<file path="src/sv/lfu_pkg.sv">
// Shared types and codes of the LFU victim selector.
package lfu_pkg;

   localparam int COUNT_W    = 16;
   localparam int STAMP_W    = 32;
   localparam int KEY_W      = COUNT_W + STAMP_W;
   localparam int SLOT_W     = 4;
   localparam int SLOT_EXT_W = 9;
   localparam int CMD_W      = 2;
   localparam int STATUS_W   = 2;

   localparam logic [CMD_W-1:0] CMD_ADD    = 2'd0;
   localparam logic [CMD_W-1:0] CMD_REMOVE = 2'd1;
   localparam logic [CMD_W-1:0] CMD_EVICT  = 2'd2;

   localparam logic [STATUS_W-1:0] STATUS_OK        = 2'd0;
   localparam logic [STATUS_W-1:0] STATUS_UNTRACKED = 2'd1;
   localparam logic [STATUS_W-1:0] STATUS_EMPTY     = 2'd2;

   typedef enum logic [1:0] {
      STATE_IDLE,
      STATE_SCAN,
      STATE_DONE
   } state_type;

endpackage

</file>
<file path="src/sv/lfu_victim_selector_unit.sv">
// LFU victim selector: per-slot count/stamp memory and a serial evict scan.
// Add, remove and no-op commands finish in the cycle they are accepted and
// their beat appears on the rsp channel on the next cycle. Evict walks every
// slot through the single read port of the count/stamp memory, one slot per
// cycle, into one 48-bit comparator on {count, stamp}; it holds req_ready low
// through the scan state and then the result state (SCAN, then DONE). The
// victim is the tracked slot with the lowest count, then the oldest stamp,
// then the lowest index; it is untracked and reported. Count and stamp of an
// untracked slot are never reported, so the memory needs no clearing pass.
module lfu_victim_selector_unit
   import lfu_pkg::*;
#(
   parameter int SLOTS = 16
) (
   input  logic                clock,
   input  logic                reset,
   input  logic                req_valid,
   output logic                req_ready,
   input  logic [CMD_W-1:0]    req_command,
   input  logic [SLOT_W-1:0]   req_slot,
   input  logic [COUNT_W-1:0]  req_use_count,
   input  logic [STAMP_W-1:0]  req_stamp,
   output logic                rsp_valid,
   input  logic                rsp_ready,
   output logic [STATUS_W-1:0] rsp_status,
   output logic [SLOT_W-1:0]   rsp_victim_slot,
   output logic [COUNT_W-1:0]  rsp_victim_count,
   output logic [STAMP_W-1:0]  rsp_victim_stamp
);

   localparam int IDX_W = (SLOTS > 1) ? $clog2(SLOTS) : 1;
   localparam logic [IDX_W:0]        SLOTS_N   = (IDX_W + 1)'(SLOTS);
   localparam logic [SLOT_EXT_W-1:0] SLOTS_EXT = SLOT_EXT_W'(SLOTS);

   state_type state_ff, state_in;

   logic [SLOTS-1:0]    tracked_ff, tracked_in;
   logic [IDX_W:0]      scan_idx_ff, scan_idx_in;
   logic                cmp_valid_ff, cmp_valid_in;
   logic [IDX_W-1:0]    cmp_idx_ff, cmp_idx_in;
   logic                found_ff, found_in;
   logic [IDX_W-1:0]    best_ff, best_in;
   logic [KEY_W-1:0]    best_key_ff, best_key_in;
   logic [KEY_W-1:0]    rd_data_ff;

   logic                rsp_valid_ff, rsp_valid_in;
   logic [STATUS_W-1:0] rsp_status_ff, rsp_status_in;
   logic [SLOT_W-1:0]   rsp_slot_ff, rsp_slot_in;
   logic [COUNT_W-1:0]  rsp_count_ff, rsp_count_in;
   logic [STAMP_W-1:0]  rsp_stamp_ff, rsp_stamp_in;

   logic [KEY_W-1:0]    mem [SLOTS];
   logic                wr_en;
   logic [IDX_W-1:0]    rd_addr;

   logic [SLOT_EXT_W-1:0] slot_ext;
   logic [SLOT_EXT_W-1:0] best_ext;
   logic [IDX_W-1:0]      req_addr;
   logic                  slot_ok;
   logic                  scan_live;
   logic                  accept;

   assign slot_ext  = SLOT_EXT_W'(req_slot);
   assign req_addr  = slot_ext[IDX_W-1:0];
   assign slot_ok   = slot_ext < SLOTS_EXT;
   assign best_ext  = SLOT_EXT_W'(best_ff);
   assign scan_live = scan_idx_ff < SLOTS_N;
   assign rd_addr   = scan_live ? scan_idx_ff[IDX_W-1:0] : '0;
   assign req_ready = (state_ff == STATE_IDLE) && (!rsp_valid_ff || rsp_ready);
   assign accept    = req_valid && req_ready;

   always_ff @(posedge clock) begin
      if (wr_en) begin
         mem[req_addr] <= {req_use_count, req_stamp};
      end
      rd_data_ff <= mem[rd_addr];
   end

   always_ff @(posedge clock) begin
      if (reset) begin
         state_ff     <= STATE_IDLE;
         tracked_ff   <= '0;
         cmp_valid_ff <= 1'b0;
         found_ff     <= 1'b0;
         rsp_valid_ff <= 1'b0;
         scan_idx_ff  <= '0;
      end else begin
         state_ff     <= state_in;
         tracked_ff   <= tracked_in;
         cmp_valid_ff <= cmp_valid_in;
         found_ff     <= found_in;
         rsp_valid_ff <= rsp_valid_in;
         scan_idx_ff  <= scan_idx_in;
      end
   end

   always_ff @(posedge clock) begin
      cmp_idx_ff    <= cmp_idx_in;
      best_ff       <= best_in;
      best_key_ff   <= best_key_in;
      rsp_status_ff <= rsp_status_in;
      rsp_slot_ff   <= rsp_slot_in;
      rsp_count_ff  <= rsp_count_in;
      rsp_stamp_ff  <= rsp_stamp_in;
   end

   always_comb begin
      state_in      = state_ff;
      tracked_in    = tracked_ff;
      scan_idx_in   = scan_idx_ff;
      cmp_valid_in  = 1'b0;
      cmp_idx_in    = cmp_idx_ff;
      found_in      = found_ff;
      best_in       = best_ff;
      best_key_in   = best_key_ff;
      rsp_valid_in  = rsp_valid_ff;
      rsp_status_in = rsp_status_ff;
      rsp_slot_in   = rsp_slot_ff;
      rsp_count_in  = rsp_count_ff;
      rsp_stamp_in  = rsp_stamp_ff;
      wr_en         = 1'b0;

      if (rsp_valid_ff && rsp_ready) begin
         rsp_valid_in = 1'b0;
      end

      // compare stage: keep the earlier slot on a full tie
      if (cmp_valid_ff && (!found_ff || rd_data_ff < best_key_ff)) begin
         found_in    = 1'b1;
         best_in     = cmp_idx_ff;
         best_key_in = rd_data_ff;
      end

      case (state_ff)
         STATE_IDLE: begin
            if (accept) begin
               rsp_slot_in  = '0;
               rsp_count_in = '0;
               rsp_stamp_in = '0;
               case (req_command)
                  CMD_ADD: begin
                     rsp_valid_in = 1'b1;
                     if (slot_ok) begin
                        wr_en                = 1'b1;
                        tracked_in[req_addr] = 1'b1;
                        rsp_status_in        = STATUS_OK;
                     end else begin
                        rsp_status_in = STATUS_UNTRACKED;
                     end
                  end
                  CMD_REMOVE: begin
                     rsp_valid_in = 1'b1;
                     if (slot_ok && tracked_ff[req_addr]) begin
                        tracked_in[req_addr] = 1'b0;
                        rsp_status_in        = STATUS_OK;
                     end else begin
                        rsp_status_in = STATUS_UNTRACKED;
                     end
                  end
                  CMD_EVICT: begin
                     state_in    = STATE_SCAN;
                     scan_idx_in = '0;
                     found_in    = 1'b0;
                  end
                  default: begin
                     rsp_valid_in  = 1'b1;
                     rsp_status_in = STATUS_OK;
                  end
               endcase
            end
         end
         STATE_SCAN: begin
            cmp_valid_in = scan_live && tracked_ff[rd_addr];
            cmp_idx_in   = rd_addr;
            if (scan_live) begin
               scan_idx_in = scan_idx_ff + 1'b1;
            end else begin
               state_in = STATE_DONE;
            end
         end
         STATE_DONE: begin
            state_in     = STATE_IDLE;
            rsp_valid_in = 1'b1;
            if (found_ff) begin
               tracked_in[best_ff] = 1'b0;
               rsp_status_in       = STATUS_OK;
               rsp_slot_in         = best_ext[SLOT_W-1:0];
               rsp_count_in        = best_key_ff[KEY_W-1:STAMP_W];
               rsp_stamp_in        = best_key_ff[STAMP_W-1:0];
            end else begin
               rsp_status_in = STATUS_EMPTY;
               rsp_slot_in   = '0;
               rsp_count_in  = '0;
               rsp_stamp_in  = '0;
            end
         end
         default: begin
            state_in = STATE_IDLE;
         end
      endcase
   end

   assign rsp_valid        = rsp_valid_ff;
   assign rsp_status       = rsp_status_ff;
   assign rsp_victim_slot  = rsp_slot_ff;
   assign rsp_victim_count = rsp_count_ff;
   assign rsp_victim_stamp = rsp_stamp_ff;

`ifndef SYNTHESIS
   a_evict_starts_scan: assert property (@(posedge clock) disable iff (reset)
      (accept && req_command == CMD_EVICT) |=> (state_ff == STATE_SCAN && !rsp_valid_ff))
      else $error("evict did not start a scan");

   a_done_slot_free: assert property (@(posedge clock) disable iff (reset)
      state_ff == STATE_DONE |-> !rsp_valid_ff)
      else $error("result register busy at end of scan");

   a_victim_tracked: assert property (@(posedge clock) disable iff (reset)
      (state_ff == STATE_DONE && found_ff) |-> tracked_ff[best_ff])
      else $error("chosen victim is not tracked");

   a_scan_bound: assert property (@(posedge clock) disable iff (reset)
      state_ff == STATE_SCAN |-> scan_idx_ff <= SLOTS_N)
      else $error("scan index past slot count");

   a_fail_zero: assert property (@(posedge clock) disable iff (reset)
      (rsp_valid && rsp_status != STATUS_OK) |->
         (rsp_victim_slot == '0 && rsp_victim_count == '0 && rsp_victim_stamp == '0))
      else $error("failed beat carries victim data");
`endif

endmodule
</file>
<file path="config.mk">
export PLATFORM = sky130hd
export DESIGN_NAME = lfu_victim_selector_unit
export DESIGN_NICKNAME = d
export VERILOG_FILES = /design/src/sv/lfu_pkg.sv /design/src/sv/lfu_victim_selector_unit.sv
export SDC_FILE = /design/constraint.sdc
export NUM_CORES = 1
export LEC_CHECK = 0
export ABC_CLOCK_PERIOD_IN_PS = 16100
export BUFFER_PORTS_ARGS = -buffer_cell sky130_fd_sc_hd__buf_4
export CAP_MARGIN = 20
export CELL_PAD_IN_SITES_DETAIL_PLACEMENT = 0
export CELL_PAD_IN_SITES_GLOBAL_PLACEMENT = 1
export CORE_MARGIN = 3
export CORE_UTILIZATION = 35
export DETAILED_ROUTE_END_ITERATION = 10
export PLACE_DENSITY = 0.63
export SYNTH_ARGS = -nofsm -noshare
export SYNTH_HDL_FRONTEND = slang
export SYNTH_SLANG_ARGS = --single-unit
</file>
<file path="constraint.sdc">
create_clock -name clock -period 16.1 [get_ports clock]
set_clock_uncertainty 0.1 [all_clocks]
set_input_delay 3.22 -clock clock [delete_from_list [all_inputs] [get_ports clock]]
set_output_delay 3.22 -clock clock [all_outputs]
set_load 0.02 [all_outputs]
</file>
Word-level counts from Yosys, hierarchy flattened
Memories as Yosys holds them, arrays and structs flattened. A register that Yosys moved wholly into a read port is not among the register bits.
Cells that the tools add are included.
Cells by class
  add/sub/neg operators: 1
  $lt $le $gt $ge: 8
  equality and inequality tests: 13
  multiplexer cells: 52
  bitwise gates (word level): 6
  reduce and logical (&&, ||, !) cells: 22
Operators with widths (number)
  $mux 16: 6
  $pmux 16 s2: 3
  $mux 32: 2
  $pmux 32 s2: 1
  $lt 48x48->1: 1
  $and 16x16->16: 2
  $not 16->16: 2
  $lt 4x5->1 const B: 4
  $mux 1: 19
  $or 16x16->16: 1
  $mux 5: 3
  $mux 4: 3
  $mux 2: 5
  $ne 2x2->1 const B: 5
  $pmux 5 s2: 1
  $bmux 1 s4: 2
  $demux 1 s4: 2
  $ge 4x1->1 const B: 2
  $logic_and 1x1->1: 8
  $pmux 2 s2: 2
  $pmux 4 s2: 1
  $ne 3x3->1 const B: 2
  $pmux 2 s3: 1
  $reduce_and 3->1: 2
  16 further kinds: 22
Storage, ports and cells
  register bits after elaboration: 136
  RAM bits: 768
  input port bits: 58
  memories: 1
Memories
  mem: depth 16, bits a word 48, rd ports 1, clocked after Yosys merged registers in 1, write ports 1, line lfu_victim_selector_unit.sv:52  | logic [KEY_W-1:0] mem [SLOTS];

Longest topological paths before layout
  depth in word-level cells: 10
  gate-level depth with buffers: 8
  depth with buffers taken out: 7

Least setup slack after synthesis
Ideal clock, no wire load.
  path type: input port to output port
  from: input port rsp_ready
  to: output port req_ready
  arrival time: 3.601 ns
  data required time: 12.780 ns
  path slack: 9.179 ns
  stages on the path: 2
  buffers on the path: 0
  cells stage by stage: nand2b_1 > and2_1
On the way
  longest elaborated chain between the ends: 2
RTL lines
  from (decl): line lfu_victim_selector_unit.sv:24  | input logic rsp_ready,
  $logic_or 1x1->1: line lfu_victim_selector_unit.sv:69  | assign req_ready = (state_ff == STATE_IDLE) && (!rsp_valid_ff || rsp_ready);
  $logic_and 1x1->1: line lfu_victim_selector_unit.sv:69
  to (decl): line lfu_victim_selector_unit.sv:18  | output logic req_ready,
No other way between the ends.

Final worst setup path
Ends and elaborated chain as after synthesis.

==> reports/qor.txt <==
TritonCTS clock tree = yes
die span in x = 333.5 µm
setup repair after global routing missed its margin = no
number of synthesized flops with an enable pin = 878
largest net degree at the start of global routing = 124
cell with the most instances after synthesis = sky130_fd_sc_hd__edfxtp_1
root buffer cell = sky130_fd_sc_hd__clkbuf_16
net switching power of the design = 1.054 mW
Core Area = 105900 µm²
H-tree depth reported by CTS = 3
Most Used Layer, Global Route = met2
asr flop ratio synth = 0%
buffer count from post-CTS setup fixing = 0
count of yosys warnings during synthesis = 0
part of the total power dissipated in the clock network = 43.7%
Min-Delay Path Class = reg2reg
share of the synthesized area in the top cell type = 70.24%
placed insts = 3749
most used standard cells in the synthesized netlist = sky130_fd_sc_hd__edfxtp_1, sky130_fd_sc_hd__a21oi_1, sky130_fd_sc_hd__mux2_1, sky130_fd_sc_hd__o21ai_1, sky130_fd_sc_hd__mux2i_1
initial core utilization = 35.45%
clk buf depth = 3
main area contributors after synthesis = sky130_fd_sc_hd__edfxtp_1, sky130_fd_sc_hd__mux2_1, sky130_fd_sc_hd__dfxtp_1
WL per Instance = 23.67 µm
clock-pin slew on the worst setup and hold paths = 0.06 ns
wire length of the first global-routing pass = 138100 µm
power density over the cells = 119.9 nW/µm²
crit path kind = in2out
DR DRC count = 0
minimum hold slack = 0.3225 ns
transition at the pin with the smallest max-transition slack = 1.174 ns
met1 track utilization from global routing = 23.15%
Antenna Nets Post-Route = 0
number of buffers inserted during clock tree synthesis = 97
final period utilization = 44.43%
placed wire-length estimate after detailed placement = 49000 µm
Max Cap Violations = 0
Final Hold Fails = 0
Comb pwr share = 3.6%
post-synth design cell area = 37530 µm²
launch instance of the worst register-to-register path = best_key_ff[41]
switching share of total power = 20.32%
post-CTS resize count = 0
worst voltage drop across the vdd grid = 0.07952 mV
number of antenna violations at the first check in global routing = 4
net count after synthesis = 2467
headroom to the max-slew limit = 21.39%
number of port buffers = 113
I/O pin count = 114
number of DRC violations after detailed-routing iteration 0 = 1819
Placement Setup Slack = 8.944 ns
share of layout cells above drive strength 1 = 15.69%
total number of vias = 20750
post-synthesis sequential area ratio = 74.19%
total of hold buffers inserted after clock tree synthesis = 0
Power Internal = 4.132 mW
capturing element type of the critical path = primary output
reg-to-reg critical path endpoint = best_key_ff[23]
largest area contributor in the netlist = sky130_fd_sc_hd__edfxtp_1
most common flop cell mapped by yosys = sky130_fd_sc_hd__edfxtp_1
synth unique cells = 59
clock insertion delay at the later pin of the skew report = 0.64 ns
average cell area after synthesis = 15.90 µm²
DIE AREA = 111200 µm²
total of flip-flops plus latches after synthesis = 952
data arrival at the endpoint of the critical path = 3.83 ns
area growth from synthesis to layout = 15.28%
worst min-delay path endpoint = best_ff[2]
origin of the worst min-delay path = cmp_idx_ff[2]
overall routed net length = 93020 µm
slack of the worst reg-to-reg path = 12.22 ns
number of cells in the finished layout apart from fillers = 3929
Hold Path Depth = 0
RePlAce Congestion = 0.7677
number of clock sinks = 952
final setup violation count = 0
Max Clk Rate = 139.8 MHz
via count of the first global-routing pass = 21370
count of mapped cells out of synthesis = 2361
Die Height = 333.5 µm
status = complete, no violations
depth of the most critical reg-to-reg path = 8
sequential fraction of design power = 52.8%
critical path required time = 12.78 ns
fraction of the core area covered by cells at the end of the flow = 40.87%
Final Critical Period = 7.153 ns
total count of max-transition violations in the final report = 0
aggregate negative setup slack = 0 ns
vias per std cell = 5.281
total leakage power = 14.16 nW
combined global-route utilization of all metal layers = 16.47%
Placement Rows = 119
kind of launch point of the worst setup path = input pin
highest net fanout along the worst path = 4
met3 track demand over resource = 3.149%
Layout Nets = 2563
minimum setup slack in the final design = 8.947 ns
total congestion overflow = 0
number of detailed-routing iterations run before antenna repair = 7
GRT met2 Usage = 26.19%
## placed cells by master (no fill, tap or decap), types with 5 or more instances in the layout
cell and n:
sky130_fd_sc_hd__clkinvlp_4 6, sky130_fd_sc_hd__mux2i_1 102, sky130_fd_sc_hd__dfxtp_1 70, sky130_fd_sc_hd__bufinv_16 12
sky130_fd_sc_hd__clkinv_2 27, sky130_fd_sc_hd__inv_1 50, sky130_fd_sc_hd__nand4_1 7, sky130_fd_sc_hd__buf_4 148
sky130_fd_sc_hd__mux2_1 148, sky130_fd_sc_hd__clkbuf_1 15, sky130_fd_sc_hd__mux2_2 44, sky130_fd_sc_hd__nand4b_1 5
sky130_fd_sc_hd__a21oi_1 225, sky130_fd_sc_hd__a32o_1 48, sky130_fd_sc_hd__nand2_1 91, sky130_fd_sc_hd__o21ai_0 47
sky130_fd_sc_hd__and3_1 9, sky130_fd_sc_hd__clkbuf_8 6, sky130_fd_sc_hd__a221oi_1 54, sky130_fd_sc_hd__o21ai_1 107
sky130_fd_sc_hd__a31oi_1 18, sky130_fd_sc_hd__a21o_1 6, sky130_fd_sc_hd__clkinv_1 11, sky130_fd_sc_hd__a22oi_1 49
sky130_fd_sc_hd__nor2_4 16, sky130_fd_sc_hd__a21oi_2 10, sky130_fd_sc_hd__nor2_1 72, sky130_fd_sc_hd__nor2b_1 9
sky130_fd_sc_hd__a211oi_1 5, sky130_fd_sc_hd__ha_1 48, sky130_fd_sc_hd__clkbuf_16 99, sky130_fd_sc_hd__edfxtp_1 878
sky130_fd_sc_hd__nand3_1 7, sky130_fd_sc_hd__a311o_1 16, sky130_fd_sc_hd__nand2b_1 7
## per-stage QoR
| stage | power, mW | instance area [µm²] |
|---|---|---|
| finish | 5.186 | 43270 |
| global route | 5.355 | 43270 |
| CTS | 5.243 | 43260 |
| detailed placement | 2.975 | 40030 |
| global placement | 2.968 | 39990 |
| floorplan | 2.886 | 37530 |
## power groups by stage
stage | combinational [mW] | sequential [mW] | clock [mW]
floorplan | 0.0915 | 2.79 | 0
global placement | 0.181 | 2.79 | 0
detailed placement | 0.186 | 2.79 | 0
CTS | 0.187 | 2.74 | 2.32
global route | 0.202 | 2.74 | 2.42
finish | 0.185 | 2.74 | 2.27
## registers in the layout (all words and copies together), names as in the netlist, 5 cells and up, named ones only
| name | cells |
|---|---|
| best_key_ff | 48 |
| mem | 768 |
| rd_data_ff | 48 |
| rsp_victim_count | 16 |
| rsp_victim_stamp | 32 |
| scan_idx_ff | 5 |
## how the worst max path moves through the flow
stage | from | endpoint | cells past startpoint
finish | rsp_ready | req_ready | 4
global placement | rsp_ready | req_ready | 4
global route | rsp_ready | req_ready | 4
detailed placement | rsp_ready | req_ready | 4
floorplan | rsp_ready | req_ready | 2
CTS | rsp_ready | req_ready | 4
## metal layers
metal  vias up  share of wire (%)
met4         0                2.6
met5         -                  0
met3       141                6.2
li1       9448                  -
met2       631                 46
met1     10530                 45
## cells by family (layout without fill, tap and decap cells)
| logic type | after synthesis | after routing | share of synthesized area, % |
|---|---|---|---|
| AND/OR/NAND/NOR | 251 | 251 | 3.094 |
| adder cells (fa/ha/maj) | 48 | 48 | 1.600 |
| flip-flops | 952 | 952 | 74.19 |
| multiplexers | 298 | 298 | 8.721 |
| AO/OA/AOI/OAI | 603 | 603 | 10.19 |
| buffers and inverters | 207 | 382 | 2.157 |
| XOR/XNOR | 2 | 2 | 0.04668 |
| other | 0 | 2 | 0 |
## cell type report
type                       instances  area (µm²)
tap                             1391        1740
sequential                       952       27860
antenna                            2       5.005
timing repair buffer             151        1166
multi-input combinational       1202        9061
clock inverter                    58       620.6
inverter                          53       200.2
fill                            9469       62590
clock buffer                     120        2616
## critical path, stage by stage
cell and delay, ns:
sky130_fd_sc_hd__buf_4 0.10, sky130_fd_sc_hd__nand2b_1 0.17, sky130_fd_sc_hd__and2_1 0.17, sky130_fd_sc_hd__buf_4 0.16
No activity file was read; power rests on OpenSTA's default activity.
